## src/design/krt_pkg.sv

```systemverilog
// keyed record table: shared types, widths and codes
// used by keyed_record_table; depends on nothing
package krt_pkg;

  localparam int KEY_W     = 16;
  localparam int SCORE_W   = 10;
  localparam int CNT_W     = 7;
  localparam int REC_W     = KEY_W + SCORE_W;
  localparam int DEPTH_DEF = 64;

  // operation codes
  localparam logic [1:0] KIND_ADD    = 2'd0;
  localparam logic [1:0] KIND_LIST   = 2'd1;
  localparam logic [1:0] KIND_SEARCH = 2'd2;
  localparam logic [1:0] KIND_DELETE = 2'd3;

  // result status codes
  localparam logic [1:0] ST_OK      = 2'd0;
  localparam logic [1:0] ST_FULL    = 2'd1;
  localparam logic [1:0] ST_EMPTY   = 2'd2;
  localparam logic [1:0] ST_MISSING = 2'd3;

  typedef struct packed {
    logic [1:0]         kind;
    logic [KEY_W-1:0]   record_key;
    logic [SCORE_W-1:0] score_in;
  } req_t;

  typedef struct packed {
    logic [1:0]         status;
    logic [KEY_W-1:0]   key_out;
    logic [SCORE_W-1:0] score_out;
    logic [CNT_W-1:0]   entry_count;
    logic               last;
  } rsp_t;

endpackage

```

## src/design/keyed_record_table.sv

```systemverilog
// keyed record table top level: sequencer, fill count and result register
// depends on krt_pkg and krt_ram
//
// Holds up to DEPTH records (16-bit key, 10-bit score in hundredths) in the
// order they were added, in one RAM with a single write port and a single
// registered read port. One request beat is taken at a time; req_stall is
// high from acceptance until the last result beat of that request has been
// loaded into the output register, which then waits on rsp_stall on its own.
// Add writes the new record in the dispatch state; search reads and compares
// one entry at a time up to and including the match; delete then moves each
// later record down one place with a read and a write; list reads, checks
// and emits one record at a time. Every compared or moved record costs one
// read through the registered RAM read port. Reset clears only the fill
// count and control state; the RAM contents are never read at or above the
// fill count, so it needs no clearing pass.
module keyed_record_table #(
  parameter int DEPTH = krt_pkg::DEPTH_DEF
) (
  input  logic          clk,
  input  logic          rst,
  input  logic          req_valid,
  output logic          req_stall,
  input  krt_pkg::req_t req,
  output logic          rsp_valid,
  input  logic          rsp_stall,
  output krt_pkg::rsp_t rsp
);
  import krt_pkg::*;

  localparam int AW = (DEPTH > 1) ? $clog2(DEPTH) : 1;

  // sequencer states
  localparam logic [3:0] S_IDLE     = 4'd0;
  localparam logic [3:0] S_DISPATCH = 4'd1;
  localparam logic [3:0] S_SCAN_RD  = 4'd2;
  localparam logic [3:0] S_SCAN_CHK = 4'd3;
  localparam logic [3:0] S_SHIFT_RD = 4'd4;
  localparam logic [3:0] S_SHIFT_WR = 4'd5;
  localparam logic [3:0] S_LIST_RD  = 4'd6;
  localparam logic [3:0] S_LIST_CHK = 4'd7;
  localparam logic [3:0] S_EMIT     = 4'd8;

  logic [3:0]         state;
  logic [CNT_W-1:0]   count;
  logic [AW-1:0]      idx;
  req_t               cur;

  // pending result, loaded into the output register in S_EMIT
  logic [1:0]         res_status;
  logic [KEY_W-1:0]   res_key;
  logic [SCORE_W-1:0] res_score;
  logic               res_last;

  // ram ports
  logic               wr_en;
  logic [AW-1:0]      wr_addr;
  logic [REC_W-1:0]   wr_data;
  logic [AW-1:0]      rd_addr;
  logic [REC_W-1:0]   rd_data;

  logic [KEY_W-1:0]   rd_key;
  logic [SCORE_W-1:0] rd_score;
  logic               at_end;
  logic               shift_done;
  logic               is_full;
  logic               out_load;

  assign rd_key   = rd_data[REC_W-1:SCORE_W];
  assign rd_score = rd_data[SCORE_W-1:0];

  // idx is the final occupied place / the final place to be overwritten
  assign at_end     = (CNT_W'(idx) + CNT_W'(1)) == count;
  assign shift_done = (CNT_W'(idx) + CNT_W'(2)) == count;
  assign is_full    = count >= CNT_W'(DEPTH);

  assign req_stall = (state != S_IDLE);
  assign out_load  = (state == S_EMIT) && (!rsp_valid || !rsp_stall);

  // one read address: next-up record while shifting, else the walk pointer
  assign rd_addr = (state == S_SHIFT_RD) ? (idx + AW'(1)) : idx;

  // writes: append on add, move down one place while shifting
  always_comb begin
    wr_en   = 1'b0;
    wr_addr = idx;
    wr_data = rd_data;
    if (state == S_DISPATCH && cur.kind == KIND_ADD && !is_full) begin
      wr_en   = 1'b1;
      wr_addr = count[AW-1:0];
      wr_data = {cur.record_key, cur.score_in};
    end else if (state == S_SHIFT_WR) begin
      wr_en = 1'b1;
    end
  end

  krt_ram #(
    .WIDTH (REC_W),
    .DEPTH (DEPTH)
  ) u_store (
    .clk     (clk),
    .wr_en   (wr_en),
    .wr_addr (wr_addr),
    .wr_data (wr_data),
    .rd_addr (rd_addr),
    .rd_data (rd_data)
  );

  // sequencer
  always_ff @(posedge clk) begin
    if (rst) begin
      state <= S_IDLE;
      count <= '0;
    end else begin
      case (state)
        S_IDLE: begin
          if (req_valid) begin
            cur   <= req;
            idx   <= '0;
            state <= S_DISPATCH;
          end
        end
        S_DISPATCH: begin
          res_key   <= '0;
          res_score <= '0;
          res_last  <= 1'b1;
          res_status <= ST_OK;
          case (cur.kind)
            KIND_ADD: begin
              if (is_full) begin
                res_status <= ST_FULL;
              end else begin
                count <= count + CNT_W'(1);
              end
              state <= S_EMIT;
            end
            KIND_LIST: begin
              if (count == '0) begin
                res_status <= ST_EMPTY;
                state      <= S_EMIT;
              end else begin
                state <= S_LIST_RD;
              end
            end
            default: begin
              // search and delete both start with a scan
              if (count == '0) begin
                res_status <= ST_EMPTY;
                state      <= S_EMIT;
              end else begin
                state <= S_SCAN_RD;
              end
            end
          endcase
        end
        S_SCAN_RD: begin
          state <= S_SCAN_CHK;
        end
        S_SCAN_CHK: begin
          if (rd_key == cur.record_key) begin
            res_key   <= rd_key;
            res_score <= rd_score;
            if (cur.kind == KIND_DELETE && !at_end) begin
              state <= S_SHIFT_RD;
            end else begin
              if (cur.kind == KIND_DELETE) begin
                count <= count - CNT_W'(1);
              end
              state <= S_EMIT;
            end
          end else if (at_end) begin
            res_status <= ST_MISSING;
            state      <= S_EMIT;
          end else begin
            idx   <= idx + AW'(1);
            state <= S_SCAN_RD;
          end
        end
        S_SHIFT_RD: begin
          state <= S_SHIFT_WR;
        end
        S_SHIFT_WR: begin
          if (shift_done) begin
            count <= count - CNT_W'(1);
            state <= S_EMIT;
          end else begin
            idx   <= idx + AW'(1);
            state <= S_SHIFT_RD;
          end
        end
        S_LIST_RD: begin
          state <= S_LIST_CHK;
        end
        S_LIST_CHK: begin
          res_status <= ST_OK;
          res_key    <= rd_key;
          res_score  <= rd_score;
          res_last   <= at_end;
          state      <= S_EMIT;
        end
        S_EMIT: begin
          if (out_load) begin
            if (res_last) begin
              state <= S_IDLE;
            end else begin
              idx   <= idx + AW'(1);
              state <= S_LIST_RD;
            end
          end
        end
        default: begin
          state <= S_IDLE;
        end
      endcase
    end
  end

  // output register: holds a beat until the far side takes it
  always_ff @(posedge clk) begin
    if (rst) begin
      rsp_valid <= 1'b0;
    end else if (out_load) begin
      rsp_valid <= 1'b1;
    end else if (!rsp_stall) begin
      rsp_valid <= 1'b0;
    end
  end

  always_ff @(posedge clk) begin
    if (out_load) begin
      rsp.status      <= res_status;
      rsp.key_out     <= res_key;
      rsp.score_out   <= res_score;
      rsp.entry_count <= count;
      rsp.last        <= res_last;
    end
  end

`ifndef SYNTHESIS
  // the fill count moves by at most one record per cycle
  a_count_step: assert property (@(posedge clk) disable iff (rst)
    (count == $past(count)) || (count == $past(count) + CNT_W'(1)) ||
    (count == $past(count) - CNT_W'(1)))
    else $error("fill count jumped");

  // the fill count only changes where an add or a delete completes
  a_count_where: assert property (@(posedge clk) disable iff (rst)
    (count != $past(count)) |->
      (($past(state) == S_DISPATCH) || ($past(state) == S_SCAN_CHK) ||
       ($past(state) == S_SHIFT_WR)))
    else $error("fill count changed outside add or delete");

  // an accepted beat always starts the sequencer
  a_accept_dispatch: assert property (@(posedge clk) disable iff (rst)
    (req_valid && !req_stall) |=> (state == S_DISPATCH))
    else $error("accepted request not dispatched");

  // only list beats can be non-final, and they always carry a record
  a_mid_list_ok: assert property (@(posedge clk) disable iff (rst)
    (rsp_valid && !rsp.last) |-> (rsp.status == ST_OK))
    else $error("non-final result without a record");

  // the table never holds more than its depth
  a_count_bound: assert property (@(posedge clk) disable iff (rst)
    rsp_valid |-> (rsp.entry_count <= CNT_W'(DEPTH)))
    else $error("entry count beyond depth");
`endif

endmodule

```

## src/design/krt_ram.sv

```systemverilog
// generic single-write, single-read RAM with registered read data
// stand-alone; no package needed
module krt_ram #(
  parameter int WIDTH = 8,
  parameter int DEPTH = 16,
  localparam int AW = (DEPTH > 1) ? $clog2(DEPTH) : 1
) (
  input  logic             clk,
  input  logic             wr_en,
  input  logic [AW-1:0]    wr_addr,
  input  logic [WIDTH-1:0] wr_data,
  input  logic [AW-1:0]    rd_addr,
  output logic [WIDTH-1:0] rd_data
);

  logic [WIDTH-1:0] mem [DEPTH];

  always_ff @(posedge clk) begin
    if (wr_en) begin
      mem[wr_addr] <= wr_data;
    end
    rd_data <= mem[rd_addr];
  end

endmodule
```

## config.mk

```make
export PLATFORM = sky130hd
export DESIGN_NAME = keyed_record_table
export DESIGN_NICKNAME = d
export VERILOG_FILES = /design/src/design/krt_pkg.sv /design/src/design/keyed_record_table.sv /design/src/design/krt_ram.sv
export SDC_FILE = /design/constraint.sdc
export NUM_CORES = 2
export LEC_CHECK = 0
export ABC_AREA = 1
export ABC_CLOCK_PERIOD_IN_PS = 4600
export BUFFER_PORTS_ARGS = -buffer_cell sky130_fd_sc_hd__buf_2
export CAP_MARGIN = 20
export CORE_UTILIZATION = 30
export DETAILED_ROUTE_END_ITERATION = 6
export PLACE_DENSITY_LB_ADDON = 0.12
export SETUP_SLACK_MARGIN = 0.4
export SYNTH_ARGS = -nofsm -noshare
export SYNTH_HDL_FRONTEND = slang
export SYNTH_HIERARCHICAL = 1
export SYNTH_SLANG_ARGS = --single-unit
```

## constraint.sdc

```tcl
create_clock -name clk -period 4.6 [get_ports clk]
set_clock_uncertainty 0.1 [all_clocks]
set_input_delay 0.46 -clock clk [delete_from_list [all_inputs] [get_ports clk]]
set_output_delay 0.46 -clock clk [all_outputs]
set_load 0.03 [all_outputs]
```

* Yosys cells after proc, flatten, opt, wreduce, memory -nomap -nowiden
Memory sizes are Yosys's and may differ from the RTL's. A register that Yosys moved wholly into a read port is not among the register bits.
Cells that the tools add are included.
** Word-level totals
- Flip-flop bits (word level) :: 111
- RAM bits :: 1664
- Input port bits :: 32
- Logic and storage cells :: 120
- Memories kept :: 1
** Operators by class
- Add/sub/neg operators :: 5
- Magnitude comparators :: 1
- Equality and inequality tests :: 27
- Muxes and demuxes :: 45
- Bitwise gates (word level) :: 1
- Reduce and logical (&&, ||, !) cells :: 24
** Memory list
- u_store.mem :: words 64, width 26, rd ports 1, clocked after memory_dff 1, write ports 1, RTL line krt_ram.sv:16 : logic [WIDTH-1:0] mem [DEPTH];
** Operator list (number)
- 6-bit two-way mux :: 8
- 16-bit case mux with 3 select lines :: 1
- 7-bit two-way mux :: 6
- 4-bit case mux with 9 select lines :: 1
- 4-bit two-way mux :: 8
- 10-bit case mux with 3 select lines :: 1
- 26-bit two-way mux :: 1
- 2-bit inequality test (second input constant) :: 12
- 6-bit case mux with 4 select lines :: 1
- 7-bit case mux with 3 select lines :: 1
- 16-bit equality test :: 1
- 4-bit by 3-bit equality test with 1-bit output (second input constant) :: 4
- 16-bit two-way mux :: 1
- 7-bit equality test :: 2
- 10-bit two-way mux :: 1
- 4-bit by 2-bit equality test with 1-bit output (second input constant) :: 2
- 2-bit two-way mux :: 4
- 4-bit case mux with 2 select lines :: 1
- 8-bit AND reduction :: 1
- 4-bit nonzero test :: 2
- 6-bit by 1-bit adder with 7-bit output (second input constant) :: 1
- 6-bit by 2-bit adder with 7-bit output (second input constant) :: 1
- 7-bit by 1-bit adder with 7-bit output (second input constant) :: 1
- 7-bit greater-or-equal comparator (second input constant) :: 1
- 24 further kinds :: 40

* Logic depth before layout (Yosys ltp)
- Depth after elaboration :: 7
- Depth in mapped cells :: 18

* Hierarchy
The synthesis kept the hierarchy.
** Modules (own cells, without submodules)
- krt_ram :: instances 1, cells an instance 5657, area an instance 67963.9 sq um, sequential area each 50488.4 sq um
- keyed_record_table :: instances 1, cells an instance 586, area an instance 5331.4 sq um, sequential area each 3213.1 sq um

* Worst setup path after synthesis
No wires, ideal clock.
- Path type :: reg2reg
- Start :: reg state[3]
- End :: mem u_store/mem[48][0] (netlist name) (enable)
- Arrival time :: 4.362 ns
- Data required time :: 4.024 ns
- Path slack :: -0.338 ns
- Cell stages (with the launch flop) :: 10
- Path buffers :: 2
- Clock period less this slack :: 4.938 ns
- Path through :: dfxtp_1 -> nor2_2 -> nand3_1 -> inv_1 -> nand3_1 -> buf_2 -> clkbuf_1 -> o21ai_0 -> nand4_1 -> nor4_1
** Between the ends
- Elaborated cells on any way between the ends :: 9
- Classes of those cells :: eq/ne: 2; mux: 5; reduce/logical: 2
** RTL lines
- start, declared :: RTL line keyed_record_table.sv:43 : logic [3:0] state;
- start signal, assigned :: RTL line keyed_record_table.sv:111 : state <= S_IDLE;
- start signal, assigned :: RTL line keyed_record_table.sv:119 : state <= S_DISPATCH;
- start signal, assigned :: RTL line keyed_record_table.sv:134 : state <= S_EMIT;
- 4-bit by 1-bit equality test with 1-bit output :: RTL line keyed_record_table.sv:87 : if (state == S_DISPATCH && cur.kind == KIND_ADD && !is_full) begin
- 1-bit logical AND (2 in series) :: RTL line keyed_record_table.sv:87
- 6-bit two-way mux :: RTL line keyed_record_table.sv:87
- net wr_addr[5] :: RTL line keyed_record_table.sv:56 : logic [AW-1:0] wr_addr;
- end, declared :: RTL line krt_ram.sv:16
The timed path passes the listed nets, and every way through them passes these cells.

* Worst setup path in the final report
- Start :: reg state[2]
- End :: reg u_store.rd_data[0], read port of u_store.mem
** Between the ends
- Cells in the longest elaborated chain, start to end :: 2
** Ends and longest elaborated chain
- 4-bit by 3-bit equality test with 1-bit output :: RTL line keyed_record_table.sv:80 : assign rd_addr = (state == S_SHIFT_RD) ? (idx + AW'(1)) : idx;
- 6-bit two-way mux :: RTL line keyed_record_table.sv:80
- net rd_addr[1] :: RTL line keyed_record_table.sv:58 : logic [AW-1:0] rd_addr;
- end, declared :: RTL line krt_ram.sv:13 : output logic [WIDTH-1:0] rd_data
The timed path passes the listed nets, and every way through them passes these cells.
A chain may end at the register's enable or synchronous reset.

==> results by group <==
Setup path
  • R2R setup slack: 0.62 ns
  • CP Capture Type: register
  • Reg2Reg Depth: 17
  • CP startpoint kind: register
  • CP Max Fanout: 46
  • R2r endpoint: u_store/rd_data[0]
  • WP data required: 5.24 ns
  • Worst path arrival time: 4.61 ns
  • Worst r2r src: state[2]
  • WS Path Type: register to register

Drt
  • Post-route ant nets: 0
  • Met3 Routed Length: 13000 µm
  • Via count: 47.9k
  • Avg WL per Cell: 24.9 µm
  • Initial DRC count: 4526
  • Max layer used: met5
  • Vias per cell: 4.89
  • Metal-1 WL: 112000 µm
  • Met2 WL post-DR: 111000 µm
  • Drt total wl: 244000 µm
  • Drt first pass iters: 5
  • # DRC: 0

Final layout
  • Final Instance Area: 85700 µm²
  • Synth-to-Final Area Change: 16.9%
  • Final core utilization: 35.3%
  • Post-layout net count: 6445
  • Layout cell share with drive strength beyond 1: 10.8%

Die
  • Die Ht: 496 µm
  • Num rows: 181
  • Die W: 496 µm
  • Ports: 70
  • Die area: 246000 µm²
  • Starting Density: 30.2%
  • Core region area: 243000 µm²

Synthesis
  • Synth warn: 6
  • Largest cells by area after synthesis: edfxtp_1, nand2_1, nand3_1
  • Post-synth EDFFs: 1763
  • Ys flop type: edfxtp_1
  • Post-synthesis register bit count: 1801
  • Top-count cell post-synth: nand2_1
  • Share of the synthesized area in the top cell type: 72.2%
  • Commonest cells post-synth: nand2_1, edfxtp_1, nand3_1, buf_2, nor2_1
  • Cell area after synthesis: 73300 µm²
  • Sequential area share after synthesis: 73.3%
  • Syn Area/Cell: 11.7 µm²
  • Post-synth net total: 6283
  • Count of cell types in the netlist: 34
  • Asr flop ratio synth: 0%
  • Dominant cell type by area after synthesis: edfxtp_1
  • Instance count of the mapped netlist: 6243

Power
  • Tot Pwr: 45500 µW
  • Peak ir drop on the vdd network: 0.368 mV
  • Power per cell area: 530 nW/µm²
  • Leakage: 0.0307 µW

Global route
  • Total gr overflow: 0
  • Vias in the first global route: 46.5k
  • Initial antenna violation count: 18
  • Global-route wire length before repair: 347000 µm
  • GR Util All Layers: 19.7%
  • Largest net degree at the start of global routing: 105

Timing
  • Tmin final: 3.98 ns
  • Tightest Pin Transition: 1.13 ns
  • Final Setup Violations: 0
  • Final Cycle Share: 86.5%
  • Hold slack: 0.224 ns
  • Highest clock rate: 251 MHz
  • Unrepaired setup endpoints after global routing: no
  • Slew headroom: 24.6%
  • Hold Violations, Final: 0
  • Final slew viol count: 0

Worst hold path
  • Worst Hold Depth: 2
  • Hold Crit Class: input port to register
  • Hold Path Origin: req[23]
  • Hold endpoint: cur[23]

Place
  • Placed Area: 78800 µm²
  • PortBufs: 69
  • Dpl hpwl: 138000 µm
  • Gp weighted congestion: 0.810

Clock network
  • H-tree levels: 4
  • Clk slew on worst S/H paths: 0.06 ns
  • # clock sinks: 1801
  • Cts bufs inserted: 203
  • Root buffer cell: clkbuf_16
  • Worst skew pair latency: 0.87 ns
  • CTS tree: done
  • Longest Clk Path Bufs: 3
  • # Post-CTS Setup Buffers: 0

Job
  • Max Cap Viol: 0

Run status
  • Status: completed
worst max-delay path by stage:
stage / slack [ns] / cells after the start / endpoint / from
2_1_floorplan: -0.34 / 9 / u_store/mem[48][0] / state[3]
3_3_place_gp: 0.48 / 17 / u_store/rd_data[9] / state[2]
3_5_place_dp: 0.55 / 17 / u_store/rd_data[9] / state[2]
4_1_cts: 0.52 / 17 / u_store/rd_data[9] / state[2]
5_1_grt: 0.42 / 17 / u_store/rd_data[0] / state[2]
6_report: 0.62 / 17 / u_store/rd_data[0] / state[2]
state kept, by name, summed over array words and instances (netlist names):
register         count
res_last             1
res_key             16
u_store/rd_data     26
count                7
rsp_valid            1
idx                  6
cur                 28
u_store/mem       1664
res_status           2
res_score           10
state                4
rsp                 36
cell usage in the layout, fill, tap and decap left out, types with 45 or more instances in the layout:
cell,count
nand3_1,1433
clkbuf_1,53
buf_12,54
nand2_1,2263
nor2_1,81
nor2_4,57
inv_1,99
clkinv_1,45
buf_2,69
buf_4,178
clkbuf_16,203
edfxtp_1,1763
critical path, stage by stage, from the launching register on:
cell and delay [ns]:
dfxtp_1 0.35, inv_1 0.06, nor2_1 0.14, inv_1 0.09, nor2_1 0.11, buf_4 0.28, nand2_1 0.14, o21ai_4 0.25
buf_12 0.34, buf_4 0.38, buf_4 0.29, nand3_1 0.10, nand3_1 0.08, nand2_1 0.09, nand2_1 0.06, nand3_1 0.27
nand3_1 0.49, nand2_1 0.11
final cells by class:
class                           instances  area [µm²]
Antenna cell                           10        25.0
Clock buffer                          264        5390
Clock inverter                        114        1160
Fill cell                           23800      157000
Inverter                              111         454
Multi-Input combinational cell       3955       17900
Sequential cell                      1801       53700
Tap cell                             3202        4010
Timing Repair Buffer                  333        3080
kinds of logic (layout without fill, tap and decap cells):
kind of cell,count (synthesis),count (layout),synth area share (%)
compound gates,59,59,0.415
xor+xnor,11,11,0.131
fa+ha+maj,8,8,0.147
buf+inv,487,822,3.56
flops,1801,1801,73.3
other cells,0,10,0
simple gates,3877,3877,22.5
timing repair:
item / in CTS / in global routing
hold buffers: 32 / 0
gates resized for setup: 0 / 2
hold endpoints to repair: 35 / 0
setup endpoints to repair: 0 / 2
metrics by stage:
step                      setup WS [ns]  setup TNS, ns  cells
after floorplan                  -0.338         -70.30   6243
after global placement            0.476              0   9366
after detailed placement          0.546              0   9369
after CTS                         0.518              0   9779
after global routing              0.418              0   9781
final                             0.622              0   9790
layer usage:
layer | GRT usage [%] | vias up
li1 | - | 22200
met5 | 0 | -
met2 | 31.1 | 1368
met3 | 2.71 | 350
met4 | 7.17 | 2
met1 | 27.5 | 23900
power breakdown:
| group | leakage (µW) | total [µW] | switching [µW] | internal (µW) |
|---|---|---|---|---|
| clock network | 0.00317 | 16000 | 6810 | 9220 |
| registers | 0.0162 | 20300 | 257 | 20000 |
| logic | 0.0113 | 9130 | 7170 | 1960 |
(Power assumes the default switching activity.)
